[src/hdl/fpvr_pkg.sv]
// Shared constants, types and the CORDIC angle table for the flight path rotation block.
package fpvr_pkg;

  localparam int ANGLE_BITS_DEF   = 16;
  localparam int CORDIC_STEPS_DEF = 16;

  localparam int VM_W        = 7;
  localparam int VM_PITCH    = 0;
  localparam int VM_ROLL     = 1;
  localparam int VM_TRK_VERT = 2;
  localparam int VM_HDG_MAG  = 3;
  localparam int VM_HDG_TRUE = 4;
  localparam int VM_TRK_MAG  = 5;
  localparam int VM_TRK_TRUE = 6;

  // Inverse CORDIC gain in Q24, plus a sign bit.
  localparam int GAIN_W = 25;
  localparam logic signed [GAIN_W-1:0] GAIN_Q24 = 25'sd10188014;

  // Extra bits of the x/y datapath over the angle width.
  localparam int GUARD_BITS = GAIN_W + 1;

  // Turn fraction and signed residual.
  localparam int Z_W = 32;
  localparam int R_W = 33;
  localparam logic [Z_W-1:0] QUARTER_TURN = 32'h4000_0000;
  localparam logic [Z_W-1:0] HALF_TURN    = 32'h8000_0000;

  // Rounding point of the finished result.
  localparam int FRAC_BITS = 24;

  typedef struct packed {
    logic ok;
    logic wanted;
    logic ground;
  } tag_t;

  // round(atan(2^-i) * 2^32 / (2*pi))
  function automatic logic [Z_W-1:0] atan_turn(input int idx);
    logic [Z_W-1:0] v;
    case (idx)
      0:  v = 32'h20000000;
      1:  v = 32'h12E4051E;
      2:  v = 32'h09FB385B;
      3:  v = 32'h051111D4;
      4:  v = 32'h028B0D43;
      5:  v = 32'h0145D7E1;
      6:  v = 32'h00A2F61E;
      7:  v = 32'h00517C55;
      8:  v = 32'h0028BE53;
      9:  v = 32'h00145F2F;
      10: v = 32'h000A2F98;
      11: v = 32'h000517CC;
      12: v = 32'h00028BE6;
      13: v = 32'h000145F3;
      14: v = 32'h0000A2FA;
      15: v = 32'h0000517D;
      16: v = 32'h000028BE;
      17: v = 32'h0000145F;
      18: v = 32'h00000A30;
      19: v = 32'h00000518;
      20: v = 32'h0000028C;
      21: v = 32'h00000146;
      22: v = 32'h000000A3;
      23: v = 32'h00000051;
      24: v = 32'h00000029;
      25: v = 32'h00000014;
      26: v = 32'h0000000A;
      27: v = 32'h00000005;
      28: v = 32'h00000003;
      29: v = 32'h00000001;
      30: v = 32'h00000001;
      default: v = 32'h00000000;
    endcase
    return v;
  endfunction

endpackage

[src/hdl/fpvr_cell.sv]
// One CORDIC rotation cell of the chain.
module fpvr_cell #(
  parameter int                        XW    = fpvr_pkg::ANGLE_BITS_DEF + fpvr_pkg::GUARD_BITS,
  parameter int                        SHIFT = 0,
  parameter logic [fpvr_pkg::Z_W-1:0]  ATAN  = fpvr_pkg::atan_turn(0)
) (
  input  logic                             clk,
  input  logic                             rst,
  input  logic                             adv,
  input  logic                             in_valid,
  input  logic signed [XW-1:0]             in_x,
  input  logic signed [XW-1:0]             in_y,
  input  logic signed [fpvr_pkg::R_W-1:0]  in_r,
  input  fpvr_pkg::tag_t                   in_tag,
  output logic                             out_valid,
  output logic signed [XW-1:0]             out_x,
  output logic signed [XW-1:0]             out_y,
  output logic signed [fpvr_pkg::R_W-1:0]  out_r,
  output fpvr_pkg::tag_t                   out_tag
);

  localparam logic signed [fpvr_pkg::R_W-1:0] ANG = {1'b0, ATAN};

  logic signed [XW-1:0] dx;
  logic signed [XW-1:0] dy;
  logic                 pos;

  always_comb begin
    dx  = in_y >>> SHIFT;
    dy  = in_x >>> SHIFT;
    pos = ~in_r[fpvr_pkg::R_W-1];
  end

  always_ff @(posedge clk) begin
    if (rst) begin
      out_valid <= 1'b0;
    end else if (adv) begin
      out_valid <= in_valid;
      out_x     <= pos ? in_x - dx : in_x + dx;
      out_y     <= pos ? in_y + dy : in_y - dy;
      out_r     <= pos ? in_r - ANG : in_r + ANG;
      out_tag   <= in_tag;
    end
  end

endmodule

[config.mk]
export PLATFORM = sky130hd
export DESIGN_NAME = fpvr_cell
export DESIGN_NICKNAME = d
export VERILOG_FILES = /design/src/hdl/fpvr_pkg.sv /design/src/hdl/fpvr_cell.sv
export SDC_FILE = /design/constraint.sdc
export NUM_CORES = 1
export LEC_CHECK = 0
export ABC_AREA = 1
export BUFFER_PORTS_ARGS = -buffer_cell sky130_fd_sc_hd__buf_2
export CAP_MARGIN = 10
export CORE_MARGIN = 2
export CORE_UTILIZATION = 55
export DETAILED_ROUTE_END_ITERATION = 7
export GPL_ROUTABILITY_DRIVEN = 0
export HOLD_SLACK_MARGIN = 0.06
export PLACE_DENSITY = 0.78
export SKIP_CTS_REPAIR_TIMING = 1
export SYNTH_ARGS = -nofsm -noshare
export SYNTH_HDL_FRONTEND = slang
export SYNTH_SLANG_ARGS = --single-unit
[constraint.sdc]
create_clock -name clk -period 6.15 [get_ports clk]
set_input_delay 0 -clock clk [delete_from_list [all_inputs] [get_ports clk]]
set_output_delay 0 -clock clk [all_outputs]
set_load 0.03 [all_outputs]
# Word-level counts from Yosys, hierarchy flattened
# Index checks and enable logic that the tools add are counted.
[totals] input_bits=124 word_cells=17 output_inout_bits=121 reg_bits=121
[op_classes] bitwise_logic=1 n_addsub=5 n_mux=3 reduce_logical=1
[ops] cell="$mux 42" count=2
[ops] cell="$sub 42x42->42" count=2
[ops] cell="$add 42x42->42" count=1
[ops] cell="$add 33x31->33 const B" count=1
[ops] cell="$mux 33" count=1
[ops] cell="$sub 33x31->33 const B" count=1
[ops] cell="$reduce_and 2->1" count=1
[ops] cell="$not 1->1" count=1

# Logic depth before layout (Yosys ltp)
[depth] depth_word=2 ltp_mapped=18 mapped_depth_nobuf=17

# Least setup slack after synthesis
# OpenSTA, ideal clock, no wires.
[synth_path] path_kind="input -> register" startpoint="input port adv" endpoint="register out_r[0] in the netlist's numbering, enable pin" arrival_time_ns=5.047 setup_time_ns=0.602 slack_ns=0.501 path_stages=2 required_time_ns=5.548 n_path_buf=0 cell_sequence="inv_1 > nor2_1"
[synth_between] elab_chain_len=1
[synth_rtl] element="start, declared" line_no="fpvr_cell.sv:9" rtl="input logic adv,"
[synth_rtl] element="$reduce_and 2->1 (no line)"
[synth_rtl] element="end signal, assigned" line_no="fpvr_cell.sv:41" rtl="out_r <= pos ? in_r - ANG : in_r + ANG;"
[synth_rtl] element="end, declared" line_no="fpvr_cell.sv:18" rtl="output logic signed [fpvr_pkg::R_W-1:0] out_r,"
# Every way passes these cells.
# A chain may end at the register's enable or synchronous reset.

# Worst setup path after layout
[layout_path] startpoint="input port in_y[0]" endpoint="register out_y[28], data pin"
[layout_between] elab_chain_len=2 word_cells_on_any_way=3 classes_between="add/sub: 2; mux: 1"
[layout_rtl] element="start, declared" line_no="fpvr_cell.sv:12" rtl="input logic signed [XW-1:0] in_y,"
[layout_rtl] element="$add 42x42->42 / $sub 42x42->42 (equally long branches)" line_no="fpvr_cell.sv:40" rtl="out_y <= pos ? in_y + dy : in_y - dy;"
[layout_rtl] element="$mux 42 (*)" line_no="fpvr_cell.sv:40"
[layout_rtl] element="end signal, assigned" line_no="fpvr_cell.sv:40"
[layout_rtl] element="end, declared" line_no="fpvr_cell.sv:17" rtl="output logic signed [XW-1:0] out_y,"
# Mark *: on every way between the ends. The rest lies on a longest branch, timed or not.

==> impl_results.md <==
* CTS buffer count at 17
* Ranking of synthesized cells by area: edfxtp_1 (25%), nand2_1 (17%), ha_1 (12%), inv_1 (8.2%), nand3_1 (6.7%)
* CP required at 6.34 ns
* Initial Util at 56.2%
* Setup TNS at 0 ns
* Worst VDD drop at 160 uV
* First element of the critical path: in_y[0]
* FF+latch count, synth at 120
* HP Class: input pin to register
* Clk Tree Root Cell: clkbuf_16
* Diode count at 0
* MaxCap Viol Count at 0
* Reg clk slew, reported paths at 0.07 ns
* Final-report max-slew violation count at 0
* Gr ovfl total at 0
* DR DRC count at 1
* R2r worst-path depth at 3
* RSZ-0062 raised after global routing: false
* Die X at 165 um
* Yosys top cell by area: edfxtp_1
* Multiplexer share of the synthesized area at 0.0703%
* Largest family of logic cells by synthesized area: simple AND/OR/NAND/NOR gates
* CTS sink count at 120
* RR Startpoint: out_valid$_SDFFE_PP0P_
* Pre-CTS setup slack at 3.43 ns
* Area Overhead vs Synth at 15.5%
* Final Net Count at 2670
* YS warnings at 0
* Post-synth EDFFs at 119
* CTS tree: done
* Crit path kind: input pin to register
* Failing checks: DRC
* Crit Path Max Fanout at 5
* HPWL Detailed at 38600 um
* Core region area at 25300 sq um
* R2r setup slk at 4.99 ns
* Synthesized area per cell at 6.61 sq um
* Asr flop ratio synth at 0%
* Max clock buf depth at 2
* Non-Filler Instances at 2745
* I/O Pins at 245
* Placed cell count at 2673
* XOR/XNOR Fraction of Synth Area at 1.85%
* First-pass GRT wire length at 73300 um
* Detailed Route WL at 48700 um
* Largest net degree at the start of global routing at 83
* # setup viols final at 0
* Syn Inst Count at 2153
* Main synth FF type: edfxtp_1
* PD cells at 211 nW/um^2
* Synth Area in Simple Gates at 35.9%
* Worst Hold Margin at 0.119 ns
* Layout cells sized above 1 at 18.0%
* Critical Path End: out_y[28]$_DFFE_PP_
* Synth Area in Compound Gates at 12.2%
* Terminus of the critical flop-to-flop path: out_valid$_SDFFE_PP0P_
* Syn nets at 2421
* Die ar. at 27200 sq um
* Vias in the first global route at 14191
* CP Data Arrival Time at 3.12 ns
* FP Rows at 58
* H-tree levels at 4
* Status: finished, violations left
* Worst relative slew slack at 30.0%
* Adder-Cell Fraction of Synth Area at 12.9%
* Worst skew pair latency at 0.43 ns
* Post-route ant nets at 0
* Initial DRC Count at 2060
* Startpoint types: input pin
* Yosys top cell area share at 25.1%
* Post-layout util at 64.9%
* Cell area after synthesis at 14200 sq um
* Vias per inst at 5.74
* Wire per inst at 17.7 um
* Die Ht at 165 um
* Synth cell types at 45
* # port buffers at 244
* First-pass iteration count of the detailed router at 8
* Initial antenna violation count at 0
* Hold Path Stages at 5
* GRT Overall Usage at 35.2%
* Worst Skew at 0 ns
* Critical path capture point type: register
* Final hold vios at 0
* Vias at 15766
* FMAX at 341 MHz
* Post-route clock period utilization at 47.7%
* Final WS setup at 3.21 ns
* LEAKAGE at 8.51 nW
* FILL cells at 2233
* Sequential-to-total area share from yosys stat at 25.3%
* Least-Margin Pin Slew at 1.05 ns
* Fin crit period at 2.94 ns
## area by class of cell
cell class	count	area, sq um	share of cell area, %
clock inverters	14	150	0.914
clock buffers	18	429	2.61
multi-input cells	1645	8950	54.5
flip-flops and latches	120	3590	21.9
well taps	330	413	2.51
repair buffers	288	1650	10.1
inverters	330	1240	7.54
## synth_stat cells, types with 17 or more instances
cell type and count:
nor2_2 48, ha_1 140, o21ai_0 98, o21bai_1 19, nand2_1 645, nor2_4 17, inv_2 19, buf_4 20
buf_6 19, nand2_2 35, nor2_1 176, xor2_1 28, nand3_1 191, a21oi_1 137, inv_1 311, edfxtp_1 119
## cell families after synthesis
| logic type | Yosys count |
|---|---|
| and+or+nand+nor | 1159 |
| buffers and inverters | 388 |
| AOI/OAI and AO/OA | 311 |
| adders and majority gates | 144 |
| DFF | 120 |
| xor gates and xnor gates | 30 |
| muxes | 1 |
## stage by stage
| step | power, W | instance area (sq um) |
|---|---|---|
| final | 0.00347 | 16400 |
| after detailed placement | 0.00236 | 15500 |
| after global routing | 0.00362 | 16400 |
| after floorplan | 0.00200 | 14200 |
| after global placement | 0.00234 | 15500 |
| after CTS | 0.00340 | 16000 |
## critical path, cell delays in order
cell	delay, ns
dlygate4sd3_1	0.52
buf_2	0.12
inv_1	0.04
ha_1	0.23
fa_1	0.56
o21ai_1	0.64
inv_1	0.17
o211ai_2	0.38
nand2_1	0.13
nand2_1	0.09
nand2_1	0.05
nand3_1	0.10
nand2_1	0.08
## worst min-delay path by stage
stage | startpoint | to | slack (ns)
after floorplan | rst | out_valid$_SDFFE_PP0P_ | 0.07
after global placement | in_r[6] | out_r[6]$_DFFE_PP_ | 0.18
after detailed placement | in_r[24] | out_r[24]$_DFFE_PP_ | 0.18
after CTS | in_r[10] | out_r[10]$_DFFE_PP_ | -0.26
after global routing | in_y[41] | out_x[41]$_DFFE_PP_ | 0.15
final | in_y[41] | out_x[41]$_DFFE_PP_ | 0.12
## registers in the layout (all words and copies together), names as in the netlist
name       flops
out_r         33
out_valid      1
out_x         42
out_y         41
out_tag        3
## where the power goes
part / internal [W] / switching, W
combinational: 0.000407 / 0.000992
clock: 0.000601 / 0.000445
sequential: 0.00100 / 0.0000187
## layout by cell type (no fill, tap or decap), types with 48 or more instances in the layout
cell type / Yosys / layout
nand2_1: 645 / 645
inv_1: 311 / 310
edfxtp_1: 119 / 119
o21ai_0: 98 / 98
nor2_1: 176 / 175
nand3_1: 191 / 191
a21oi_1: 137 / 137
ha_1: 140 / 140
buf_2: 11 / 244
nor2_2: 48 / 48
## routing by layer
metal  wire length [um]  track usage [%]
met1              18700             45.3
met2              21000             55.2
met3               5970             7.26
met4               2950             19.2
met5                  0                0
Power figures use the tool's default switching activity.
