$ cat src/hdl/fpvr_pkg.sv
// Shared constants, types and the CORDIC angle table for the flight path rotation block.
package fpvr_pkg;

  localparam int ANGLE_BITS_DEF   = 16;
  localparam int CORDIC_STEPS_DEF = 16;

  localparam int VM_W        = 7;
  localparam int VM_PITCH    = 0;
  localparam int VM_ROLL     = 1;
  localparam int VM_TRK_VERT = 2;
  localparam int VM_HDG_MAG  = 3;
  localparam int VM_HDG_TRUE = 4;
  localparam int VM_TRK_MAG  = 5;
  localparam int VM_TRK_TRUE = 6;

  // Inverse CORDIC gain in Q24, plus a sign bit.
  localparam int GAIN_W = 25;
  localparam logic signed [GAIN_W-1:0] GAIN_Q24 = 25'sd10188014;

  // Extra bits of the x/y datapath over the angle width.
  localparam int GUARD_BITS = GAIN_W + 1;

  // Turn fraction and signed residual.
  localparam int Z_W = 32;
  localparam int R_W = 33;
  localparam logic [Z_W-1:0] QUARTER_TURN = 32'h4000_0000;
  localparam logic [Z_W-1:0] HALF_TURN    = 32'h8000_0000;

  // Rounding point of the finished result.
  localparam int FRAC_BITS = 24;

  typedef struct packed {
    logic ok;
    logic wanted;
    logic ground;
  } tag_t;

  // round(atan(2^-i) * 2^32 / (2*pi))
  function automatic logic [Z_W-1:0] atan_turn(input int idx);
    logic [Z_W-1:0] v;
    case (idx)
      0:  v = 32'h20000000;
      1:  v = 32'h12E4051E;
      2:  v = 32'h09FB385B;
      3:  v = 32'h051111D4;
      4:  v = 32'h028B0D43;
      5:  v = 32'h0145D7E1;
      6:  v = 32'h00A2F61E;
      7:  v = 32'h00517C55;
      8:  v = 32'h0028BE53;
      9:  v = 32'h00145F2F;
      10: v = 32'h000A2F98;
      11: v = 32'h000517CC;
      12: v = 32'h00028BE6;
      13: v = 32'h000145F3;
      14: v = 32'h0000A2FA;
      15: v = 32'h0000517D;
      16: v = 32'h000028BE;
      17: v = 32'h0000145F;
      18: v = 32'h00000A30;
      19: v = 32'h00000518;
      20: v = 32'h0000028C;
      21: v = 32'h00000146;
      22: v = 32'h000000A3;
      23: v = 32'h00000051;
      24: v = 32'h00000029;
      25: v = 32'h00000014;
      26: v = 32'h0000000A;
      27: v = 32'h00000005;
      28: v = 32'h00000003;
      29: v = 32'h00000001;
      30: v = 32'h00000001;
      default: v = 32'h00000000;
    endcase
    return v;
  endfunction

endpackage

$ cat src/hdl/fpvr_front.sv
// Input stages: pair select, angle differences, quadrant fold, gain multiply.
module fpvr_front #(
  parameter int ANGLE_BITS = fpvr_pkg::ANGLE_BITS_DEF,
  parameter int XW         = ANGLE_BITS + fpvr_pkg::GUARD_BITS
) (
  input  logic                                 clk,
  input  logic                                 rst,
  input  logic                                 adv,
  input  logic                                 load,
  input  logic signed [ANGLE_BITS-1:0]         pitch_angle,
  input  logic signed [ANGLE_BITS-1:0]         roll_angle,
  input  logic signed [ANGLE_BITS-1:0]         track_vertical_angle,
  input  logic signed [ANGLE_BITS-1:0]         heading_magnetic,
  input  logic signed [ANGLE_BITS-1:0]         heading_true,
  input  logic signed [ANGLE_BITS-1:0]         track_magnetic,
  input  logic signed [ANGLE_BITS-1:0]         track_true,
  input  logic [fpvr_pkg::VM_W-1:0]            valid_mask,
  input  logic                                 marker_wanted,
  input  logic                                 on_ground,
  output logic                                 b_valid,
  output logic signed [XW-1:0]                 b_x,
  output logic signed [XW-1:0]                 b_y,
  output logic signed [fpvr_pkg::R_W-1:0]      b_r,
  output fpvr_pkg::tag_t                       b_tag
);

  logic                             mag_ok;
  logic                             tru_ok;
  logic signed [ANGLE_BITS-1:0]     hdg;
  logic signed [ANGLE_BITS-1:0]     trk;
  logic signed [ANGLE_BITS-1:0]     hdiff;
  logic signed [ANGLE_BITS-1:0]     vdiff;
  logic signed [ANGLE_BITS:0]       hext;
  logic signed [ANGLE_BITS:0]       vext;
  logic [fpvr_pkg::Z_W-1:0]         z;
  logic [fpvr_pkg::Z_W-1:0]         zq;
  logic [fpvr_pkg::Z_W-1:0]         zf;
  logic                             flip;
  fpvr_pkg::tag_t                   tag_next;

  logic                             a_valid;
  logic signed [ANGLE_BITS:0]       a_h;
  logic signed [ANGLE_BITS:0]       a_v;
  logic signed [fpvr_pkg::R_W-1:0]  a_r;
  fpvr_pkg::tag_t                   a_tag;

  always_comb begin
    mag_ok = valid_mask[fpvr_pkg::VM_HDG_MAG] & valid_mask[fpvr_pkg::VM_TRK_MAG];
    tru_ok = valid_mask[fpvr_pkg::VM_HDG_TRUE] & valid_mask[fpvr_pkg::VM_TRK_TRUE];
    hdg    = mag_ok ? heading_magnetic : heading_true;
    trk    = mag_ok ? track_magnetic : track_true;
    hdiff  = hdg - trk;
    vdiff  = pitch_angle - track_vertical_angle;
    hext   = {hdiff[ANGLE_BITS-1], hdiff};
    vext   = {vdiff[ANGLE_BITS-1], vdiff};
    z      = fpvr_pkg::Z_W'(unsigned'(roll_angle)) << (fpvr_pkg::Z_W - ANGLE_BITS);
    zq     = z + fpvr_pkg::QUARTER_TURN;
    flip   = zq[fpvr_pkg::Z_W-1];
    zf     = flip ? z + fpvr_pkg::HALF_TURN : z;
    tag_next.ok     = (mag_ok | tru_ok) & valid_mask[fpvr_pkg::VM_PITCH]
                    & valid_mask[fpvr_pkg::VM_ROLL] & valid_mask[fpvr_pkg::VM_TRK_VERT];
    tag_next.wanted = marker_wanted;
    tag_next.ground = on_ground;
  end

  always_ff @(posedge clk) begin
    if (rst) begin
      a_valid <= 1'b0;
      b_valid <= 1'b0;
    end else if (adv) begin
      a_valid <= load;
      a_h     <= flip ? -hext : hext;
      a_v     <= flip ? -vext : vext;
      a_r     <= {zf[fpvr_pkg::Z_W-1], zf};
      a_tag   <= tag_next;
      b_valid <= a_valid;
      b_x     <= XW'(a_h) * XW'(fpvr_pkg::GAIN_Q24);
      b_y     <= XW'(a_v) * XW'(fpvr_pkg::GAIN_Q24);
      b_r     <= a_r;
      b_tag   <= a_tag;
    end
  end

endmodule

$ cat config.mk
export PLATFORM = sky130hd
export DESIGN_NAME = fpvr_front
export DESIGN_NICKNAME = d
export VERILOG_FILES = /design/src/hdl/fpvr_pkg.sv /design/src/hdl/fpvr_front.sv
export SDC_FILE = /design/constraint.sdc
export NUM_CORES = 1
export LEC_CHECK = 0
export ABC_AREA = 1
export BUFFER_PORTS_ARGS = -buffer_cell sky130_fd_sc_hd__buf_4
export CAP_MARGIN = 30
export CORE_MARGIN = 4
export CORE_UTILIZATION = 36
export DETAILED_ROUTE_END_ITERATION = 10
export SLEW_MARGIN = 20
export SYNTH_ARGS = -nofsm -noshare
export SYNTH_HDL_FRONTEND = slang
export SYNTH_SLANG_ARGS = --single-unit
$ cat constraint.sdc
create_clock -name clk -period 10.6 [get_ports clk]
set_input_delay 1.06 -clock clk [delete_from_list [all_inputs] [get_ports clk]]
set_output_delay 1.06 -clock clk [all_outputs]
set_load 0.05 [all_outputs]
Word level (Yosys, flattened, before mapping)
Cells that the tools add are included.
{"block": "op_classes", "mux": 5, "bitwise_logic": 7, "mul": 2, "n_reduce_logical": 1, "addsub": 6}
{"op": "$mul 17x24->41 const B", "count": 2}
{"op": "$mux 17", "count": 2}
{"op": "$neg 16->17", "count": 2}
{"op": "$add 32x31->32 const B", "count": 1}
{"op": "$add 32x32->32 const B", "count": 1}
{"op": "$mux 16", "count": 2}
{"op": "$mux 32", "count": 1}
{"op": "$sub 16x16->16", "count": 2}
{"op": "$and 1x1->1", "count": 5}
{"op": "$reduce_and 2->1", "count": 1}
{"op": "$not 1->1", "count": 1}
{"op": "$or 1x1->1", "count": 1}
{"block": "totals", "wordCells": 36, "input_bits": 125, "output_inout_bits": 121, "ff_bits": 188}

Logic depth before layout (Yosys ltp)
{"block": "logic_depth", "word_depth": 5, "depth_mapped": 25, "ltp_nobuf": 25}

Worst setup path after synthesis
Ideal clock, no wire load.
{"block": "synth_path", "path_kind": "input to register", "start": "input adv", "end": "register a_h[0] (enable)", "n_path_buf": 0, "t_arrival_ps": 7554, "setup_slack_ps": 2374, "stages": 2, "required_ps": 9927, "cell_sequence": "inv_1 > nor2_1"}
{"block": "synth_between", "elab_chain_cells": 1}
{"item": "from (decl)", "line": "fpvr_front.sv:8", "text": "input logic adv,"}
{"item": "$reduce_and 2->1 (no line)"}
{"item": "to (signal assigned)", "line": "fpvr_front.sv:72", "text": "a_h <= flip ? -hext : hext;"}
{"item": "to (decl)", "line": "fpvr_front.sv:42", "text": "logic signed [ANGLE_BITS:0] a_h;"}
No other way between the ends.
A chain may end at the register's enable or synchronous reset.

Worst setup path in the final report
{"block": "layout_path", "start": "register a_h[5]", "end": "register b_x[38] (data pin)"}
{"block": "layout_between", "elab_chain_cells": 1}
{"item": "$mul 17x24->41", "line": "fpvr_front.sv:77", "text": "b_x <= XW'(a_h) * XW'(fpvr_pkg::GAIN_Q24);"}
{"item": "to (signal assigned)", "line": "fpvr_front.sv:77"}
{"item": "to (decl)", "line": "fpvr_front.sv:21", "text": "output logic signed [XW-1:0] b_x,"}
No other way between the ends.

==> run metrics <==
type of the worst setup path=reg -> reg; Synth Register Bits=156; XOR/XNOR Fraction of Synth Area=0.0315; number of H-tree levels=4; Starting Density=0.363; area grow syn2layout=13.8%; reg2reg path depth=20; Initial DRC Count=1048; crit path from=a_h[5]$_DFFE_PP_; Achievable Freq=0.172 GHz; Fin Setup TNS=0 ps; unrepaired setup endpoints after global routing=no; worst hold slack=about 420 ps; Vias/cell=4.67; share of cells above drive strength 1=0.115; io pins=246; Die Area=about 0.070 mm2; required time of the worst setup path=10820 ps; dpl hpwl=55800 um; max_cap viols=0; CTS Hold Bufs=0; Arr. time, crit path=6040 ps; CTS tree=built; Syn. warnings=0; initial antenna violation count=1; multiplexer share of the synthesized area=0.0134; largest family of logic cells by synthesized area=adder cells; sequential area share after synthesis=0.196; relative slew slack=0.373; first-pass GRT wire length=101000 um; fin. max-slew vios=0; Synth top area share=0.263; Reg area=between 0.004 and 0.005 mm2; drt total wl=63400 um; Hold Path Class=reg -> reg; Multi-input gate area=approximately 0.016 mm2; Setup crit start kind=flip-flop; synth unique cells=55; drt wl/cell=16.7 um; final hold vios=0; dominant cell type by area after synthesis=fa_1; Via Count=17700; CTS Buffer Depth=2; CTS resizes=0; total grt overflow=0; Clock Latency Late Sink=roughly 500 ps; synthesized area=0.0239 mm2; reg2reg end=b_x[38]$_DFFE_PP_; most frequent cell after synthesis=inv_1; diode count=0; Tmin final=5820 ps; number of global-route vias before repair=18600; nets@finish=3701; Synth Instances=~2700; root buffer cell=clkbuf_16; commonest cells in the netlist=700 x inv_1, 434 x nand2_1, 342 x ha_1, 314 x fa_1, 159 x nor2_1; gpl congestion=0.940; Slowest-stage cell, CP=fa_1; row count=between 90 and 100; ys async rst share=0; gr usage total=0.184; worst hold path depth=0; Tcrit/Tclk final=0.549; Least-Margin Pin Slew=937 ps; Synth Area in Simple Gates=0.140; final antenna-violating net count=0; Worst Setup End Kind=flip-flop; Die W=265 um; worst path cell trace=fa_1, fa_1, inv_1, fa_1, inv_1, fa_1, inv_1, fa_1, inv_1, fa_1, ha_1, nand2_1, nor2_1, inv_1, nor2_1, inv_1, nor3_1, nand3_1, nand3_1, xor2_1; Filler Cell Count=about 6600; Area contributors post-synth=fa_1 26%, edfxtp_1 19%, ha_1 18%, inv_1 11%, nand2_1 6.8%; Compound-Gate Fraction of Synth Area=0.0568; TritonCTS Buffers=17; number of setup buffers added after CTS=0; IO Port Bufs=227; crit-path max cell delay=between 500 and 600 ps; total clock sinks=between 150 and 200; worst-path fanout max=6; Hold Path End=b_r[21]$_DFFE_PP_; final clock skew=29.0 ps; Pre-antenna DRT Iters=6; largest net degree at the start of global routing=155; Most used DFF post-synth=edfxtp_1; final setup fails=0; R2R Path Start=a_h[5]$_DFFE_PP_; Post-synth EDFFs=154; hold_sp=a_r[21]$_DFFE_PP_; clock-pin transition on the worst setup and hold timing paths=70 ps; Core ar.=0.0657 mm2; syn avg cell area=8.90 um2; status=completed; reg-to-reg setup timing slack=4780 ps; Adder-Cell Fraction of Synth Area=0.443; Remaining DRCs=0; Die H=around 270 um
[metal layers]
metal | GRT usage | part of all wire
met1 | 0.254 | 0.46
met2 | 0.304 | 0.46
met3 | 0.0360 | 0.060
met4 | 0.0401 | 0.014
met5 | 0 | 0
[cells in the final DEF (no fill, tap or decap), drive strengths merged, types with 4 or more instances in the layout]
master / n
a211oi: 4
a21boi: 7
a21o: 11
a21oi: 117
a31oi: 5
and2: 4
buf: 230
clkbuf: 20
clkinv: 6
conb: 18
edfxtp: 154
fa: 314
ha: 342
inv: 709
mux2: 15
mux2i: 15
nand2: 453
nand3: 95
nand3b: 4
nand4: 23
nor2: 169
nor3: 19
nor4: 4
o211ai: 5
o21ai: 67
o21bai: 10
or2: 9
xnor2: 26
xor2: 59
[how the worst max path moves through the flow]
stage | to
floorplan | a_h[0]$_DFFE_PP_
global placement | b_y[31]$_DFFE_PP_
detailed placement | b_y[31]$_DFFE_PP_
CTS | b_y[31]$_DFFE_PP_
global route | b_y[31]$_DFFE_PP_
finish | b_x[38]$_DFFE_PP_
[state kept, by name, summed over array words and instances, names as in the netlist, 3 cells and up]
name / flops
b_y: 41
b_x: 41
a_r: 16
a_v: 17
b_r: 16
a_h: 17
b_tag: 3
a_tag: 3
[metrics by stage]
| stage | std cells | worst slack [ps] | cell area, um2 | utilization |
|---|---|---|---|---|
| 4_1_cts | 3795 | 4820 | 27100 | 0.413 |
| 3_3_place_gp | 3764 | 4870 | 26600 | 0.404 |
| 5_1_grt | 3796 | 4470 | 27200 | 0.413 |
| 2_1_floorplan | 2699 | 2370 | 23900 | - |
| 6_report | 3796 | 4780 | 27200 | 0.413 |
| 3_5_place_dp | 3764 | 4840 | 26600 | 0.404 |
[worst max-delay path: cells and delay by family, from the launching register on]
family	cells	cell delay (ps)
adder cells (fa/ha/maj)	7	3480
XOR/XNOR	1	70
AND/OR/NAND/NOR	6	1090
flip-flops	1	530
buffers and inverters	6	390
[logic make-up after synthesis]
family / Yosys count
flip-flops: 156
AND/OR/NAND/NOR: 782
multiplexers: 30
adder cells (fa/ha/maj): 656
buffers and inverters: 737
other: 1
XOR/XNOR: 85
AO/OA/AOI/OAI: 235
[layout make-up]
cell class                      instances  area share
Timing Repair Buffer                  230      0.0643
Multi-Input combinational cell       1806       0.605
Tap cell                              864      0.0398
Sequential cell                       156       0.172
Inverter                              709      0.0980
Clock buffer                           20      0.0161
Clock inverter                         11     0.00530
Power is not shown: default switching activity piles up to over one toggle a cycle in this logic, so the estimate is an artifact.
